==> src/design/iow_pkg.sv <==
// Shared types and constants for the interval overlap window block.
`timescale 1ns / 1ps
package iow_pkg;

  localparam int unsigned CoordW = 32;
  localparam int unsigned ChromW = 8;
  localparam int unsigned IdW    = 32;
  localparam int unsigned FracW  = 17;
  localparam int unsigned CountW = 7;
  localparam int unsigned QBits  = 16;
  localparam int unsigned StepW  = 4;

  localparam logic [FracW-1:0]  FRAC_ONE  = 17'h10000;
  localparam logic [FracW-1:0]  FRAC_ZERO = 17'h00000;
  localparam logic [StepW-1:0]  STEP_LAST = 4'(QBits - 1);
  localparam logic [IdW-1:0]    ID_FIRST  = 32'd1;

  typedef struct packed {
    logic              new_set;
    logic [CoordW-1:0] seg_start;
    logic [CoordW-1:0] seg_end;
    logic [ChromW-1:0] chromosome;
  } iow_in_t;

  typedef struct packed {
    logic [IdW-1:0]    overlap_id;
    logic [FracW-1:0]  fraction;
    logic [CountW-1:0] run_count;
    logic [IdW-1:0]    list_start;
    logic              last;
    logic              window_overflow;
  } iow_out_t;

  // Commands from the controller to the datapath.
  typedef struct packed {
    logic load_item;
    logic clr_scan;
    logic count_hit;
    logic next_entry;
    logic div_load;
    logic div_step;
    logic emit_hit;
    logic emit_self;
  } iow_cmd_t;

  // Status from the datapath to the controller.
  typedef struct packed {
    logic hit;
    logic scan_end;
    logic div_last;
    logic out_free;
  } iow_sts_t;

endpackage

==> src/design/iow_ctrl.sv <==
// Controller state machine that sequences the two window scans and the result emission.
`timescale 1ns / 1ps
module iow_ctrl (
  input  logic              clk,
  input  logic              rst,
  input  logic              seg_valid,
  output logic              seg_ready,
  input  iow_pkg::iow_sts_t sts,
  output iow_pkg::iow_cmd_t cmd
);
  import iow_pkg::*;

  typedef enum logic [2:0] {
    ST_IDLE, ST_RD1, ST_CMP1, ST_RD2, ST_CMP2, ST_DIV, ST_EMITH, ST_EMITS
  } state_t;

  state_t state, state_next;

  always_comb begin
    cmd        = '0;
    state_next = state;
    unique case (state)
      ST_IDLE: begin
        if (seg_valid) begin
          cmd.load_item = 1'b1;
          cmd.clr_scan  = 1'b1;
          state_next    = ST_RD1;
        end
      end
      ST_RD1: begin
        if (sts.scan_end) begin
          cmd.clr_scan = 1'b1;
          state_next   = ST_RD2;
        end else begin
          state_next = ST_CMP1;
        end
      end
      ST_CMP1: begin
        cmd.count_hit  = sts.hit;
        cmd.next_entry = 1'b1;
        state_next     = ST_RD1;
      end
      ST_RD2: begin
        state_next = sts.scan_end ? ST_EMITS : ST_CMP2;
      end
      ST_CMP2: begin
        if (sts.hit) begin
          cmd.div_load = 1'b1;
          state_next   = ST_DIV;
        end else begin
          cmd.next_entry = 1'b1;
          state_next     = ST_RD2;
        end
      end
      ST_DIV: begin
        cmd.div_step = 1'b1;
        if (sts.div_last) state_next = ST_EMITH;
      end
      ST_EMITH: begin
        if (sts.out_free) begin
          cmd.emit_hit   = 1'b1;
          cmd.next_entry = 1'b1;
          state_next     = ST_RD2;
        end
      end
      ST_EMITS: begin
        if (sts.out_free) begin
          cmd.emit_self = 1'b1;
          state_next    = ST_IDLE;
        end
      end
      default: state_next = ST_IDLE;
    endcase
  end

  always_ff @(posedge clk) begin
    if (rst) begin
      state     <= ST_IDLE;
      seg_ready <= 1'b1;
    end else begin
      state     <= state_next;
      seg_ready <= (state_next == ST_IDLE);
    end
  end

endmodule

==> src/design/iow_dp.sv <==
// Datapath: window memory, scan counters, serial divider and result register.
`timescale 1ns / 1ps
module iow_dp #(
  parameter int unsigned WINDOW_DEPTH = 32
) (
  input  logic              clk,
  input  logic              rst,
  input  iow_pkg::iow_in_t  seg,
  input  iow_pkg::iow_cmd_t cmd,
  output iow_pkg::iow_sts_t sts,
  output logic              hit_valid,
  input  logic              hit_ready,
  output iow_pkg::iow_out_t hit
);
  import iow_pkg::*;

  localparam int unsigned IW = (WINDOW_DEPTH > 1) ? $clog2(WINDOW_DEPTH) : 1;
  localparam int unsigned FW = $clog2(WINDOW_DEPTH + 1);
  localparam logic [FW-1:0] FILL_FULL = FW'(WINDOW_DEPTH);

  typedef struct packed {
    logic [CoordW-1:0] s;
    logic [CoordW-1:0] e;
    logic [ChromW-1:0] c;
  } entry_t;

  entry_t mem [WINDOW_DEPTH];
  entry_t rd_q;

  iow_in_t           item;
  logic [IW-1:0]     head;
  logic [FW-1:0]     fill, k, hits;
  logic [IdW-1:0]    base_id, next_id, list_next;
  logic [CoordW-1:0] rem, dlen;
  logic [QBits-1:0]  quo;
  logic [StepW-1:0]  step;
  logic              dfull;

  function automatic logic [IW-1:0] wrap_add(logic [IW-1:0] a, logic [FW-1:0] b);
    logic [FW:0] s;
    s = (FW+1)'(a) + (FW+1)'(b);
    if (s >= (FW+1)'(WINDOW_DEPTH)) s = s - (FW+1)'(WINDOW_DEPTH);
    return s[IW-1:0];
  endfunction

  // Overlap test of the registered window entry against the held segment.
  logic [CoordW-1:0] lo, hi, ov, len;
  logic              hit_now;
  always_comb begin
    lo      = (rd_q.s > item.seg_start) ? rd_q.s : item.seg_start;
    hi      = (rd_q.e < item.seg_end) ? rd_q.e : item.seg_end;
    ov      = hi - lo;
    len     = item.seg_end - item.seg_start;
    hit_now = (rd_q.c == item.chromosome) && (item.seg_end > item.seg_start) && (hi > lo);
  end

  logic [CoordW:0]   rem2;
  logic              sub_ok;
  logic [FracW-1:0]  frac;
  logic [CountW-1:0] run_cnt;
  logic              ovf;
  logic [IW-1:0]     wr_addr;
  always_comb begin
    rem2    = {rem, 1'b0};
    sub_ok  = rem2 >= {1'b0, dlen};
    frac    = dfull ? FRAC_ONE : ({1'b0, quo} + FracW'(rem != '0));
    run_cnt = CountW'(hits) + CountW'(1);
    ovf     = (hits != '0) && (fill == FILL_FULL);
    if (hits == '0 || fill == FILL_FULL) wr_addr = head;
    else                                 wr_addr = wrap_add(head, fill);
  end

  assign sts.hit      = hit_now;
  assign sts.scan_end = (k == fill);
  assign sts.div_last = (step == STEP_LAST);
  assign sts.out_free = !hit_valid || hit_ready;

  // Window memory: one registered read, one write at commit.
  always_ff @(posedge clk) begin
    rd_q <= mem[wrap_add(head, k)];
    if (cmd.emit_self) mem[wr_addr] <= '{item.seg_start, item.seg_end, item.chromosome};
  end

  always_ff @(posedge clk) begin
    if (rst) begin
      head      <= '0;
      fill      <= '0;
      k         <= '0;
      hits      <= '0;
      base_id   <= ID_FIRST;
      next_id   <= ID_FIRST;
      list_next <= ID_FIRST;
      hit_valid <= 1'b0;
    end else begin
      if (cmd.load_item) begin
        item <= seg;
        hits <= '0;
        if (seg.new_set) begin
          fill      <= '0;
          base_id   <= ID_FIRST;
          next_id   <= ID_FIRST;
          list_next <= ID_FIRST;
        end
      end
      if (cmd.clr_scan) k <= '0;
      else if (cmd.next_entry) k <= k + FW'(1);
      if (cmd.count_hit) hits <= hits + FW'(1);

      if (cmd.div_load) begin
        rem   <= ov;
        dlen  <= len;
        dfull <= (ov >= len);
        step  <= '0;
      end else if (cmd.div_step) begin
        rem  <= sub_ok ? CoordW'(rem2 - {1'b0, dlen}) : rem2[CoordW-1:0];
        quo  <= {quo[QBits-2:0], sub_ok};
        step <= step + StepW'(1);
      end

      if (cmd.emit_hit || cmd.emit_self) hit_valid <= 1'b1;
      else if (hit_ready) hit_valid <= 1'b0;

      if (cmd.emit_hit) begin
        hit <= '{base_id + IdW'(k), frac, run_cnt, list_next, 1'b0, ovf};
      end

      if (cmd.emit_self) begin
        hit <= '{next_id, FRAC_ZERO, run_cnt, list_next, 1'b1, ovf};
        if (hits == '0) begin
          head    <= wr_addr;
          fill    <= FW'(1);
          base_id <= next_id;
        end else if (fill == FILL_FULL) begin
          head    <= wrap_add(head, FW'(1));
          base_id <= base_id + IdW'(1);
        end else begin
          fill <= fill + FW'(1);
        end
        next_id   <= next_id + IdW'(1);
        list_next <= list_next + IdW'(run_cnt);
      end
    end
  end

endmodule

==> src/design/interval_overlap_window.sv <==
// Top level of the interval overlap window: controller plus datapath.
`timescale 1ns / 1ps
// Each accepted segment transaction is compared, oldest first, with a window of up to
// WINDOW_DEPTH earlier segments held in a circular memory. For every window entry on the
// same chromosome with positive overlap, one result transaction carries that entry's id and
// the overlapped fraction of the new segment's length in Q16 (rounded up, 65536 is 1.0);
// a closing self entry with last set follows. Every result of a run carries the run count,
// the list offset and the overflow flag, so the window is scanned twice: a first pass counts
// the hits (one memory read and one compare per entry), a second pass reads each entry
// again and runs a bit-serial divider for each hit, then emits its result. Each emission
// waits while the result side stalls. The result register lets the last result wait while
// the next segment is accepted. The window needs no clearing after reset.
module interval_overlap_window #(
  parameter int unsigned WINDOW_DEPTH = 32
) (
  input  logic              clk,
  input  logic              rst,
  input  logic              seg_valid,
  output logic              seg_ready,
  input  iow_pkg::iow_in_t  seg,
  output logic              hit_valid,
  input  logic              hit_ready,
  output iow_pkg::iow_out_t hit
);
  import iow_pkg::*;

  iow_cmd_t cmd;
  iow_sts_t sts;

  // The controller only sequences; all state of the window lives in the datapath.
  iow_ctrl u_ctrl (
    .clk       (clk),
    .rst       (rst),
    .seg_valid (seg_valid),
    .seg_ready (seg_ready),
    .sts       (sts),
    .cmd       (cmd)
  );

  iow_dp #(
    .WINDOW_DEPTH (WINDOW_DEPTH)
  ) u_dp (
    .clk       (clk),
    .rst       (rst),
    .seg       (seg),
    .cmd       (cmd),
    .sts       (sts),
    .hit_valid (hit_valid),
    .hit_ready (hit_ready),
    .hit       (hit)
  );

endmodule
==> config.mk <==
export PLATFORM = sky130hd
export DESIGN_NAME = interval_overlap_window
export DESIGN_NICKNAME = d
export VERILOG_FILES = /design/src/design/iow_pkg.sv /design/src/design/iow_ctrl.sv /design/src/design/iow_dp.sv /design/src/design/interval_overlap_window.sv
export SDC_FILE = /design/constraint.sdc
export NUM_CORES = 2
export LEC_CHECK = 0
export BUFFER_PORTS_ARGS = -buffer_cell sky130_fd_sc_hd__buf_2
export CAP_MARGIN = 20
export CORE_AREA = 2 2 365 638
export DETAILED_ROUTE_END_ITERATION = 16
export DIE_AREA = 0 0 367 640
export GPL_ROUTABILITY_DRIVEN = 0
export PLACE_DENSITY_LB_ADDON = 0.05
export RECOVER_POWER = 25
export SYNTH_ARGS = -nofsm -noshare
export SYNTH_HDL_FRONTEND = slang
export SYNTH_SLANG_ARGS = --single-unit
==> constraint.sdc <==
create_clock -name clk -period 10.4 [get_ports clk]
set_input_delay 1.04 -clock clk [delete_from_list [all_inputs] [get_ports clk]]
set_output_delay 1.04 -clock clk [all_outputs]
set_load 0.02 [all_outputs]
After elaboration in Yosys (flattened, before gate mapping). Memory sizes are Yosys's and may differ from the RTL's. A register that Yosys moved wholly into a read port is not among the register bits. Cells that the tools add are included. W data, S select, Z words.

Register bits: 371. Memory bits (writable): 2304. Word-level logic and storage cells: 149. Memories kept: 1.

Memories: u_dp.mem (depth 32, bits a word 72, rd ports 1, clocked after memory_dff 1, write ports 1, RTL line iow_dp.sv:27) `entry_t mem [WINDOW_DEPTH];`.

$add $sub $neg: 19. Magnitude comparators: 9. Eq/ne operators: 11. Muxes and demuxes: 56. Bitwise gates (word level): 2. Reduce and logical (&&, ||, !) cells: 27.

Operator list (number): $mux W32 (14); $mux W90 (2); $gt A32 B32 Y1 (3); $sub A32 B32 Y32 (3); $add A32 B1 Y32 const B (2); $mux W6 (7); $ge A33 B32 Y1 (1); $add A32 B6 Y32 (1); $add A32 B7 Y32 (1); $ge A32 B32 Y1 (1); $lt A32 B32 Y1 (1); $reduce_bool A32 Y1 (1); $mux W5 (6); $pmux W3 S8 (1); $add A6 B1 Y6 const B (3); $add A16 B1 Y17 (1); $mux W17 (1); $mux W1 (15); $mux W3 (5); $sub A5 B1 Y5 const B (3); $add A5 B6 Y7 (2); $ge A7 B6 Y1 const B (2); $reduce_bool A2 Y1 (7); $eq A3 B3 Y1 const B (4); other kinds (24) (37).

Depth between registers and ports, before layout.
Word-level depth: 8. Mapped depth: 34.

Modules after synthesis. From an unflattened synthesis, not the netlist that was laid out.

Cell total of the unflattened synthesis: 7046. Area, all modules: 114409.7 sq um.

By module, submodules not included: iow_dp (times used 1, cells an instance 7001, area each 114040.6 sq um); iow_ctrl (times used 1, cells an instance 45, area each 369.1 sq um).

Least setup slack after synthesis. Ideal clock, no wire load.

Path type: input to register. Start: input port rst. End: register u_dp.hit[0] (netlist name). Setup time: 0.649 ns. Data arrival time: 7.563 ns. Data required time: 9.751 ns. Path slack: 2.188 ns. Stages on the path: 3. Path buffers: 2. Cell sequence: clkbuf_1 clkbuf_1 nor3_1.

Word-level cells in the longest chain between the ends: 2.

Ends and longest elaborated chain: from (decl) (RTL line interval_overlap_window.sv:17) `input logic rst,`; $not A1 Y1 (no line); $reduce_and A2 Y1 (no line).

No other way between the ends. A chain may end at the register's enable or synchronous reset.

Worst setup path in the final report.
Start: register u_dp.item[9] (netlist name). End: register u_dp.dfull (data pin).

Word-level cells in the longest chain between the ends: 4. Elaborated cells between the ends (all ways): 5.

Ends and longest elaborated chain: from (decl) (RTL line iow_dp.sv:30) `iow_in_t item;`; from (signal assigned) (RTL line iow_dp.sv:96) `item <= seg;`; $lt A32 B32 Y1 (RTL line iow_dp.sv:51) `hi = (rd_q.e < item.seg_end) ? rd_q.e : item.seg_end;`; $mux W32 (RTL line iow_dp.sv:51); $sub A32 B32 Y32 (RTL line iow_dp.sv:52) `ov = hi - lo;`; $ge A32 B32 Y1 * (RTL line iow_dp.sv:112) `dfull <= (ov >= len);`; to (signal assigned) (RTL line iow_dp.sv:112); to (decl) (RTL line iow_dp.sv:37) `logic dfull;`.

Every way passes the cells marked *; elsewhere a longest branch is shown, timed or not.

==> impl_metrics.toml <==
[status]
status = "finished, violations left"
violations = "capacitance limit, slew limit"

[cells_and_area]
final_util_pct = 55.4
area_growth_pct = 11.5
drive_gt1_share_pct = 18.0
nets = 7579

[synthesis]
synth-edff-count = 2551
synth_nets = 7298
synth_flop_cell = "edfxtp_1"
netlist_area_mm2 = 0.114
async_flop_share_pct = 0
syn_inst = 6991
ys_seq_area_share_pct = 70.6
yosysWarnings = 0
synth_cell_type_count = 90
synth_seq_cells = 2747
syn_avg_cell_area_um2 = 16.3

[power]
p_sw_mw = 5.18
p_int_mw = 17.8
power_frac_comb_pct = 7.3
finalPower_mw = 22.9
clkPwrFrac_pct = 39.5
p_seq_share_pct = 53.1
power.leakage_nw = 41.3
ir_drop_v = 0.000142
switching_share_pct = 22.6
power_density_mw_per_mm2 = 180

[die]
rows = 233
start_util_pct = 49.7
io_pins = 169
die_y_um = 640
core-area_mm2 = 0.230
dieArea_mm2 = 0.235
die_x_um = 367

[cts]
cts_buffer_depth = 4
numCtsBuffers = 243
clockRootBuffer = "clkbuf_16"
h-tree-depth = 4
cts-resized-gates = 0
ctsHoldBuffers = 0
clk_latency_ns = 0.94
clkSlewWorstSetupHoldPaths_ns = 0.07
post-cts-setup-buffers = 0
tritoncts = "yes"
clkSinkCount = 2747

[routing]
vias_per_cell = 6.16
drt_pass1_iterations = 6
wl_per_cell_um = 32.2
route.detailed.drc = 0
ant_nets = 0
drtIter0Drc = 6319
drt_wl_total_mm = 339
via_count = 64900

[grt]
grt_remaining_overflow = 0
grt_pass1_vias = 65900
top_usage_layer = "met2"
grt_use_met3_pct = 3.52
grt_max_degree = 120
grt_usage_pct = 28.8
antenna_found_initial = 23
globalRouteMet1Util_pct = 34.3
grt_pass1_wl_mm = 480
met2_usage_pct = 52.1

[critical_path]
cp.required_ns = 11.10
worst_path_largest_cell_delay_ns = 1.12
crit_path_start_kind = "flop"
setup.worst_path.class = "flop to flop"
critPathArrivalTime_ns = 9.68
worst-path-max-fanout = 36
end_kind = "flop"
reg2reg_slack_ns = 1.42
cp_slowest_cell = "clkbuf_1"

[sta]
max_slew_margin_pct = -20.6
slew_viol_final = 1026
worstMarginPinSlew_ns = 1.81
finClkSkew_ns = 0.0629
fmax_mhz = 111
post-route-min-period_ns = 8.98
fin_setup_tns_ns = 0
report.final.setup_viol = 0
min_period_over_period_pct = 86.4
hold_viol = 0
rsz0062_at_grt = "false"

[run]
maxCapViolCount = 29

[hold_path]
hold_path.class = "primary input to flop"

[place]
io_buffers = 168
hpwl_mm = 198
==> Yosys cell counts, types with 13 or more instances <==
| master | count | share of area, % |
|---|---|---|
| a211oi_1 | 19 | 0.12 |
| a21boi_0 | 13 | 0.086 |
| a21o_1 | 68 | 0.45 |
| a21oi_1 | 258 | 1.1 |
| a22oi_1 | 14 | 0.092 |
| a31oi_1 | 14 | 0.077 |
| and3_1 | 28 | 0.15 |
| buf_1 | 58 | 0.19 |
| buf_2 | 49 | 0.21 |
| clkbuf_1 | 220 | 0.72 |
| dfxtp_1 | 196 | 3.4 |
| edfxtp_1 | 2551 | 67 |
| ha_1 | 223 | 2.4 |
| inv_1 | 179 | 0.59 |
| mux2_2 | 42 | 0.41 |
| mux2i_1 | 43 | 0.38 |
| mux4_2 | 576 | 11 |
| nand2_1 | 850 | 2.8 |
| nand2b_1 | 32 | 0.18 |
| nand3_1 | 454 | 2.0 |
| nand4_1 | 67 | 0.37 |
| nor2_1 | 268 | 0.88 |
| nor2b_1 | 28 | 0.15 |
| nor3_1 | 43 | 0.19 |
| nor4_1 | 20 | 0.11 |
| o211ai_1 | 49 | 0.32 |
| o21a_1 | 33 | 0.22 |
| o21ai_0 | 200 | 0.88 |
| o21bai_1 | 17 | 0.11 |
| or2_2 | 15 | 0.082 |
| or3_1 | 46 | 0.25 |
| xnor2_1 | 98 | 0.75 |
| xor2_1 | 71 | 0.54 |
==> per-stage QoR <==
stage               setup WS, ns  hold WS (ns)  std cells  instance area [µm²]
finish                      1.42         0.289      10500               127000
floorplan                   2.19         0.424       6991               114000
detailed placement          2.30         0.453      10100               120000
CTS                         2.24         0.235      10500               127000
global route               0.948         0.254      10500               127000
global placement            2.44         0.451      10100               120000
==> worst max-delay path: cells and delay by family (launching register included) <==
family | cells | cell delay [ns]
AO/OA/AOI/OAI | 18 | 4.41
adder cells (fa/ha/maj) | 4 | 1.30
multiplexers | 1 | 0.21
buffers and inverters | 4 | 1.64
flip-flops | 1 | 0.32
AND/OR/NAND/NOR | 2 | 0.69
XOR/XNOR | 1 | 0.17
==> layer usage <==
metal / part of all wire (%) / up-vias
li1: - / 27800
met1: 36 / 34000
met4: 5.2 / 6
met2: 53 / 2378
met3: 5.4 / 685
met5: 0.011 / -
==> sequential cells by signal, indices dropped and copies added, names as in the netlist, 16 cells and up <==
signal,cells
u_dp.mem,2304
u_dp.hit,90
u_dp.item,72
u_dp.rd_q,72
u_dp.base_id,32
u_dp.dlen,32
u_dp.list_next,32
u_dp.next_id,32
u_dp.rem,32
u_dp.quo,16
==> final timing paths <==
kind	startpoint	to	cells past startpoint
max	u_dp.item[9]	u_dp.dfull	30
max reg2reg	u_dp.item[9]	u_dp.dfull	30
min	seg[34]	u_dp.item[34]	1
min reg2reg	u_dp.list_next[31]	u_dp.hit[33]	0
==> cell families after synthesis <==
kind of cell / Yosys count / synth area share (%)
and+or+nand+nor: 1897 / 7.49
xor gates and xnor gates: 169 / 1.30
muxes: 661 / 12.2
DFF: 2747 / 70.6
buffers and inverters: 519 / 1.81
AOI/OAI and AO/OA: 768 / 4.12
adders and majority gates: 230 / 2.57
==> power by group through the flow <==
| stage | registers, mW | clock network (mW) | logic [mW] |
|---|---|---|---|
| 6_report | 12.2 | 9.07 | 1.68 |
| 5_1_grt | 12.2 | 9.60 | 1.83 |
| 4_1_cts | 12.2 | 9.23 | 1.70 |
| 3_5_place_dp | 12.4 | 0 | 1.69 |
| 3_3_place_gp | 12.4 | 0 | 1.68 |
| 2_1_floorplan | 12.5 | 0 | 1.07 |
==> placed cells by master, fill, tap and decap left out, drive strengths merged, types with 13 or more instances in the layout <==
master	count
nor2	268
a21boi	13
bufinv	23
nand2	851
edfxtp	2551
nand3	456
clkinvlp	13
clkbuf	400
o211ai	49
a211oi	22
nand4	67
inv	188
a22oi	14
o21a	33
xnor2	98
and3	29
buf	282
nor3	45
a21o	68
o21bai	18
a31oi	15
nor2b	28
ha	223
mux2i	43
or3	46
mux2	42
clkinv	91
nor4	22
or2	17
o21ai	208
a21oi	258
dfxtp	196
mux4	576
xor2	71
nand2b	33
==> cell type report <==
cell class	count	area (µm²)
antenna	10	25.0
clock buffer	308	6480
clock inverter	134	1360
fill	18300	102000
inverter	181	679
multi-input combinational	3725	32000
sequential	2747	80500
tap	3055	3820
timing repair buffer	374	2410
Power figures use the tool's default switching activity.
